## src/design/iatc_pkg.sv

```systemverilog
// Shared types, constants and helpers for the IPv6 address text compressor.
package iatc_pkg;

    localparam int GROUP_BITS  = 16;
    localparam int GROUP_COUNT = 8;
    localparam int GIDX_W      = $clog2(GROUP_COUNT);
    localparam int NIB_COUNT   = GROUP_BITS / 4;
    localparam int CHAR_W      = 7;

    localparam logic [CHAR_W-1:0] CHAR_COLON = 7'h3A;

    // Per-group lane result: digit count and digits, most significant first.
    typedef struct packed {
        logic [2:0]                          dig_cnt;
        logic [NIB_COUNT-1:0][CHAR_W-1:0]    digs;
    } lane_t;

    // Zero run picked by the merge stage.
    typedef struct packed {
        logic              has_run;
        logic [GIDX_W-1:0] run_start;
        logic [GIDX_W-1:0] run_end;
    } run_t;

    // Everything the serializer needs for one address.
    typedef struct packed {
        run_t                         run;
        logic [GROUP_COUNT-1:0] [$bits(lane_t)-1:0] lanes;
    } plan_t;

    function automatic logic [CHAR_W-1:0] hex_char(input logic [3:0] nib);
        logic [CHAR_W-1:0] c;
        if (nib < 4'd10)
        begin
            c = 7'h30 + {3'b000, nib};
        end
        else
        begin
            c = 7'h57 + {3'b000, nib};
        end
        return c;
    endfunction

endpackage

```

## src/design/iatc_lane.sv

```systemverilog
// One group lane: zero detect, digit count and lowercase hex digits.
module iatc_lane (
    input  logic [iatc_pkg::GROUP_BITS-1:0] group_val,
    output logic                            is_zero,
    output iatc_pkg::lane_t                 lane
);
    import iatc_pkg::*;

    logic [NIB_COUNT-1:0][3:0] nib;
    logic [1:0]                top_idx;

    assign nib     = group_val;
    assign is_zero = (group_val == '0);

    always_comb
    begin
        if (nib[3] != 4'd0)
        begin
            lane.dig_cnt = 3'd4;
        end
        else if (nib[2] != 4'd0)
        begin
            lane.dig_cnt = 3'd3;
        end
        else if (nib[1] != 4'd0)
        begin
            lane.dig_cnt = 3'd2;
        end
        else
        begin
            lane.dig_cnt = 3'd1;
        end
        top_idx = 2'(lane.dig_cnt - 3'd1);
        // Digit j is nibble (count-1-j); positions past the count are never read.
        for (int j = 0; j < NIB_COUNT; j++)
        begin
            lane.digs[j] = hex_char(nib[2'(top_idx - 2'(j))]);
        end
    end

endmodule

```

## src/design/iatc_merge.sv

```systemverilog
// Merge stage: pick the longest zero run across lanes, rightmost on a tie.
module iatc_merge (
    input  logic [iatc_pkg::GROUP_COUNT-1:0] zero,
    output iatc_pkg::run_t                   run
);
    import iatc_pkg::*;

    logic [GROUP_COUNT-1:0][GIDX_W:0] len_end;
    logic [GIDX_W:0]                  best_len;
    logic [GIDX_W-1:0]                best_end;

    always_comb
    begin
        // Length of the zero run ending at each group.
        len_end[0] = zero[0] ? (GIDX_W+1)'(1) : '0;
        for (int k = 1; k < GROUP_COUNT; k++)
        begin
            if (!zero[k])
            begin
                len_end[k] = '0;
            end
            else
            begin
                len_end[k] = len_end[k-1] + (GIDX_W+1)'(1);
            end
        end
        best_len = '0;
        best_end = '0;
        for (int k = 0; k < GROUP_COUNT; k++)
        begin
            if (len_end[k] != '0 && len_end[k] >= best_len)
            begin
                best_len = len_end[k];
                best_end = GIDX_W'(k);
            end
        end
        run.has_run   = (best_len != '0);
        run.run_end   = best_end;
        run.run_start = GIDX_W'(best_end - GIDX_W'(best_len - (GIDX_W+1)'(1)));
    end

endmodule

```

## src/design/iatc_serializer.sv

```systemverilog
// Character serializer: walk the plan one group at a time, one char per beat.
module iatc_serializer (
    input  logic            clk,
    input  logic            rst_n,
    input  logic            plan_valid,
    input  iatc_pkg::plan_t plan_in,
    output logic            plan_take,
    output logic            m_tvalid,
    input  logic            m_tready,
    output logic [7:0]      m_tdata,
    output logic            m_tlast
);
    import iatc_pkg::*;

    plan_t             plan_reg;
    logic              busy_reg;
    logic [GIDX_W-1:0] grp_reg;
    logic [2:0]        pos_reg;
    logic              m_tvalid_reg;
    logic [CHAR_W-1:0] char_reg;
    logic              last_reg;

    lane_t             cur;
    logic              is_start;
    logic              add_colon;
    logic [2:0]        glen;
    logic [GIDX_W:0]   next_grp;
    logic [CHAR_W-1:0] ch;
    logic              grp_end;
    logic              last_char;
    logic              adv;

    always_comb
    begin
        cur       = lane_t'(plan_reg.lanes[grp_reg]);
        is_start  = plan_reg.run.has_run && (grp_reg == plan_reg.run.run_start);
        add_colon = (grp_reg != GIDX_W'(GROUP_COUNT - 1)) &&
                    !(plan_reg.run.has_run &&
                      ({1'b0, grp_reg} + (GIDX_W+1)'(1)) == {1'b0, plan_reg.run.run_start});
        if (is_start)
        begin
            // The run prints as two colons, then skip past it.
            ch       = CHAR_COLON;
            glen     = 3'd2;
            next_grp = {1'b0, plan_reg.run.run_end} + (GIDX_W+1)'(1);
        end
        else
        begin
            ch       = (pos_reg < cur.dig_cnt) ? cur.digs[pos_reg[1:0]] : CHAR_COLON;
            glen     = cur.dig_cnt + {2'b00, add_colon};
            next_grp = {1'b0, grp_reg} + (GIDX_W+1)'(1);
        end
        grp_end   = (pos_reg == glen - 3'd1);
        last_char = grp_end && next_grp[GIDX_W];
        adv       = busy_reg && (!m_tvalid_reg || m_tready);
        plan_take = plan_valid && (!busy_reg || (adv && last_char));
    end

    always_ff @(posedge clk or negedge rst_n)
    begin
        if (!rst_n)
        begin
            busy_reg     <= 1'b0;
            m_tvalid_reg <= 1'b0;
            grp_reg      <= '0;
            pos_reg      <= '0;
        end
        else
        begin
            if (adv)
            begin
                m_tvalid_reg <= 1'b1;
            end
            else if (m_tready)
            begin
                m_tvalid_reg <= 1'b0;
            end
            if (plan_take)
            begin
                busy_reg <= 1'b1;
                grp_reg  <= '0;
                pos_reg  <= '0;
            end
            else if (adv)
            begin
                if (grp_end)
                begin
                    grp_reg <= next_grp[GIDX_W-1:0];
                    pos_reg <= '0;
                end
                else
                begin
                    pos_reg <= pos_reg + 3'd1;
                end
                if (last_char)
                begin
                    busy_reg <= 1'b0;
                end
            end
        end
    end

    always_ff @(posedge clk)
    begin
        if (adv)
        begin
            char_reg <= ch;
            last_reg <= last_char;
        end
        if (plan_take)
        begin
            plan_reg <= plan_in;
        end
    end

    assign m_tvalid = m_tvalid_reg;
    assign m_tdata  = {1'b0, char_reg};
    assign m_tlast  = last_reg;

endmodule

```

## src/design/ipv6_address_text_compressor_top.sv

```systemverilog
// Top level of the IPv6 address text compressor: lanes, merge, holding slot, serializer.
//
//   Channel   Direction  Payload (lowest bit first)                Marker
//   s_axis    in         tdata[63:0] addr_high, [127:64] addr_low  -
//   m_axis    out        tdata[6:0] text_char, [7] zero            tlast = is_last
//
// Each address leaves as 2 to 39 output beats, one per cycle unless m_tready stalls;
// the serializer's one character per cycle sets the rate. The next address follows
// its predecessor with no gap.
// An address is analyzed in the cycle it is accepted and held in a one-entry
// slot, so one address waits while the previous one is being sent.
// rst_n clears all handshake state asynchronously. A stalled m_tready holds the
// current beat; s_tready drops while the holding slot is full and not being drained.
module ipv6_address_text_compressor_top (
    input  logic         clk,
    input  logic         rst_n,
    input  logic         s_tvalid,
    output logic         s_tready,
    input  logic [127:0] s_tdata,   // addr_high [63:0], addr_low [127:64]
    output logic         m_tvalid,
    input  logic         m_tready,
    output logic [7:0]   m_tdata,   // text_char [6:0], zero pad [7]
    output logic         m_tlast    // is_last
);
    import iatc_pkg::*;

    logic [GROUP_COUNT-1:0]                 zero;
    lane_t                                  lane_out [GROUP_COUNT];
    run_t                                   run;
    plan_t                                  plan_new;
    plan_t                                  pend_reg;
    logic                                   pend_valid_reg;
    logic                                   plan_take;
    logic                                   s_accept;

    // One lane per 16-bit group; group one sits in the top bits of addr_high.
    for (genvar k = 0; k < GROUP_COUNT; k++)
    begin : g_lane
        localparam int HALF_GROUPS = GROUP_COUNT / 2;
        localparam int HALF_BASE   = (k < HALF_GROUPS) ? 0 : 64;
        localparam int TOP_BIT     = HALF_BASE + 63 - GROUP_BITS * (k % HALF_GROUPS);

        iatc_lane u_lane (
            .group_val (s_tdata[TOP_BIT -: GROUP_BITS]),
            .is_zero   (zero[k]),
            .lane      (lane_out[k])
        );

        assign plan_new.lanes[k] = lane_out[k];
    end

    // Combine the lanes' zero flags into the run to compress.
    iatc_merge u_merge (
        .zero (zero),
        .run  (run)
    );

    assign plan_new.run = run;

    // Accept while the slot is empty or being drained this cycle.
    assign s_tready = !pend_valid_reg || plan_take;
    assign s_accept = s_tvalid && s_tready;

    always_ff @(posedge clk or negedge rst_n)
    begin
        if (!rst_n)
        begin
            pend_valid_reg <= 1'b0;
        end
        else if (s_accept)
        begin
            pend_valid_reg <= 1'b1;
        end
        else if (plan_take)
        begin
            pend_valid_reg <= 1'b0;
        end
    end

    always_ff @(posedge clk)
    begin
        if (s_accept)
        begin
            pend_reg <= plan_new;
        end
    end

    // Emit the held address one character per beat.
    iatc_serializer u_ser (
        .clk        (clk),
        .rst_n      (rst_n),
        .plan_valid (pend_valid_reg),
        .plan_in    (pend_reg),
        .plan_take  (plan_take),
        .m_tvalid   (m_tvalid),
        .m_tready   (m_tready),
        .m_tdata    (m_tdata),
        .m_tlast    (m_tlast)
    );

endmodule

```

## config.mk

```make
export PLATFORM = sky130hd
export DESIGN_NAME = ipv6_address_text_compressor_top
export DESIGN_NICKNAME = d
export VERILOG_FILES = /design/src/design/iatc_pkg.sv /design/src/design/iatc_lane.sv /design/src/design/iatc_merge.sv /design/src/design/iatc_serializer.sv /design/src/design/ipv6_address_text_compressor_top.sv
export SDC_FILE = /design/constraint.sdc
export NUM_CORES = 1
export LEC_CHECK = 0
export ABC_AREA = 1
export BUFFER_PORTS_ARGS = -buffer_cell sky130_fd_sc_hd__clkbuf_2
export CORE_UTILIZATION = 35
export DETAILED_ROUTE_END_ITERATION = 10
export HOLD_SLACK_MARGIN = 0.02
export PLACE_DENSITY = 0.51
export SLEW_MARGIN = 20
export SYNTH_ARGS = -nofsm -noshare
export SYNTH_HDL_FRONTEND = slang
export SYNTH_SLANG_ARGS = --single-unit
export TNS_END_PERCENT = 100
```

## constraint.sdc

```tcl
create_clock -name clk -period 10.04 [get_ports clk]
set_input_delay 2.008 -clock clk [delete_from_list [all_inputs] [get_ports clk]]
set_output_delay 2.008 -clock clk [all_outputs]
set_load 0.01 [all_outputs]
```

==> results.toml <==
[global_route]
grt_pass1_vias = 17500
antenna_found_initial = 2
grt_overflow = 0
grt_pass1_wl_mm = 102
track_usage = 0.181
grt_max_degree = 137

[power_and_ir_drop]
vdd_drop_max_mv = 0.227
seqPwrFrac = 0.474
p_int_mw = 4.78
power.density_nw_per_um2 = 240
combinationalPowerShare = 0.258
p_leak_nw = 12.2
swShare = 0.336
clockPowerShare = 0.268
net-switching-power_mw = 2.42

[setup_path]
worst_path_most_repeated_cell = "nand2_2"
crit_end = "pend_reg[253]"
cp.arrival_ns = 10.26
crit_slowest_cell = "ha_1"
reg2reg_to = "u_ser.plan_reg[105]"
cp-end-kind = "flip-flop"
worst_path_largest_cell_delay_ns = 0.29
rr_startpoint = "u_ser.grp_reg[0]"
critPathLaunch = "s_tdata[57]"
reg2regPathDepth = 19
worstPathMaxFanout = 6
start_kind = "primary input"
ff2ff_setup_slack_ns = 3.39
required_ns = 10.39
critPathKind = "primary input to flip-flop"

[sta]
max-slew-margin-rel = 0.268
max_freq_mhz = 101
rsz0062_at_grt = "yes"
timing.final.crit_share = 0.987
worst_pin_slew_ns = 1.09
hold_viol_final = 0
setup_viol = 0
min_period_ns = 9.91
drv_slew = 0
clock_skew_ns = 0.0150

[cells_and_area]
multi_input_area_um2 = 8480
seq_area_um2 = 15800
fillCellCount = 6799
design_area_um2 = 30000
area_delta_synth_final_pct = 17.6
final_util = 0.418
final_cell_mix = "518 x edfxtp_1, 346 x nand2_1, 315 x inv_1"
fin_nets = 2872
final_common_cell = "edfxtp_1"
drive_gt1_frac = 0.172

[synthesis]
syn_inst = 2402
seq_area_frac_synth = 0.619
yosys_warnings = 0
synth-seq-cells = 527
synth_area_per_cell_um2 = 10.6
synth-simple-area-share = 0.150
synth_mux_area_frac = 0.00314
syn-cell-area_um2 = 25500
synth_fa_ha_area_frac = 0.0378
synthDistinctLibCells = 53
synth_top_family_by_area = "simple AND/OR/NAND/NOR gates"
synth_xor_area_frac = 0.0244
synth-compound-area-share = 0.103

[routing]
first_pass_iters = 5
vias_per_cell = 4.94
wl_mm = 67.7
detail-route-antenna-nets = 0
wl_per_cell_um = 18.5
vias = 18100
drcViolationCount = 0
drtIter0Drc = 1443

[die]
fp-row-count = 98
start_util = 0.355
boundaryPins = 143
fp.dieArea_um2 = 73900
core_um2 = 71700
die_h_um = 272
die_w_um = 272

[clock_tree]
cts_tree = "done"
cts.clk_slew.worst_paths_ns = 0.06
cts_inserted_buffers = 54
cts_hold_buf = 0
clockRootBuffer = "clkbuf_16"
cts.sinks = 527
clock_path_buffers = 3
htreeDepth = 2
clk_latency_ns = 0.60

[hold_path]
worstHoldPathCells = 0
min_path_type = "flip-flop to flip-flop"

[flow_run]
cap_violations = 0

[placed_design]
dpl_cell_area_um2 = 28000
port_buffers = 141
post-dp-hpwl_mm = 49.0
gp_congestion = 0.891

[run_status]
status = "finished clean"
per-layer routing:
metal / up-vias / part of all wire / GRT usage
li1: 8777 / - / -
met1: 8714 / 0.46 / 0.254
met2: 476 / 0.47 / 0.290
met3: 103 / 0.051 / 0.0242
met4: 0 / 0.028 / 0.0554
met5: - / 0 / 0
power groups by stage:
stage	Sequential [mW]	Clock [mW]	Combinational [mW]
after floorplan	3.50	0	1.16
final	3.41	1.93	1.86
after global placement	3.44	0	1.86
after global routing	3.46	2.06	2.05
after detailed placement	3.45	0	1.87
after CTS	3.41	1.98	1.88
layout make-up:
cell class                 count  area share
antenna                        1   0.0000834
clock buffer                  67      0.0474
clock inverter                33     0.00889
inverter                     342      0.0435
multi-input combinational   1492       0.283
sequential                   527       0.526
tap                          950      0.0396
timing repair buffer         246      0.0515
metrics by stage:
stage / power (mW) / hold WS, ns / setup TNS [ns] / cells / worst slack [ns]
after floorplan: 4.66 / 0.400 / 0 / 2433 / 0.0148
after global placement: 5.30 / 0.401 / -0.137 / 3544 / -0.137
after detailed placement: 5.32 / 0.405 / -1.03 / 3544 / -0.675
after CTS: 7.28 / 0.411 / 0 / 3645 / 0.00313
after global routing: 7.57 / 0.418 / -0.447 / 3658 / -0.447
final: 7.20 / 0.414 / 0 / 3658 / 0.128
cell families after synthesis:
logic type,Yosys count
compound gates,465
xor+xnor,71
fa+ha+maj,77
buf+inv,414
flops,527
mux,8
other cells,2
simple gates,838
repair_timing:
action | in CTS | in global routing
pin swaps | 2 | 50
hold endpoints to repair | 0 | 0
gates cloned | 0 | 0
resized for setup | 2 | 63
setup buffers | 1 | 13
setup endpoints to repair | 1 | 4
worst max-delay path, delay by kind of cell:
family,cells,cell delay [ns]
AOI/OAI and AO/OA,13,1.59
buffers and inverters,14,1.18
adders and majority gates,10,2.33
and+or+nand+nor,31,2.96
xor gates and xnor gates,1,0.18
cell usage after synthesis (all sizes together):
cell type	count	area (µm²)
o21ai	303	1540
a211oi	2	15.0
a41oi	1	8.76
clkinv	4	15.0
xnor2	18	158
a22oi	1	7.51
nor3b	1	7.51
a21o	1	7.51
inv	338	1270
buf	10	60.1
conb	2	7.51
edfxtp	518	15600
a21boi	1	7.51
nand4	28	196
nor3	21	133
and3	3	18.8
and2	1	8.76
nand3	99	601
dfrtp	9	225
clkbuf	62	233
nor4	6	65.1
nor2	292	1240
o2111ai	2	17.5
or2	1	6.26
xor2	53	464
ha	77	963
nand2	386	1560
mux2i	8	80.1
o22ai	12	75.1
a21oi	72	360
o221ai	54	473
o211ai	12	90.1
o21a	4	30.0
worst min path at each step:
stage                          endpoint  slack [ns]          start
finish               u_ser.plan_reg[90]        0.41   pend_reg[90]
floorplan             u_ser.plan_reg[0]        0.40    pend_reg[0]
detailed placement    u_ser.plan_reg[0]        0.40    pend_reg[0]
global placement     u_ser.plan_reg[26]        0.40   pend_reg[26]
global route        u_ser.plan_reg[174]        0.42  pend_reg[174]
CTS                 u_ser.plan_reg[174]        0.41  pend_reg[174]
Power figures use the tool's default switching activity.
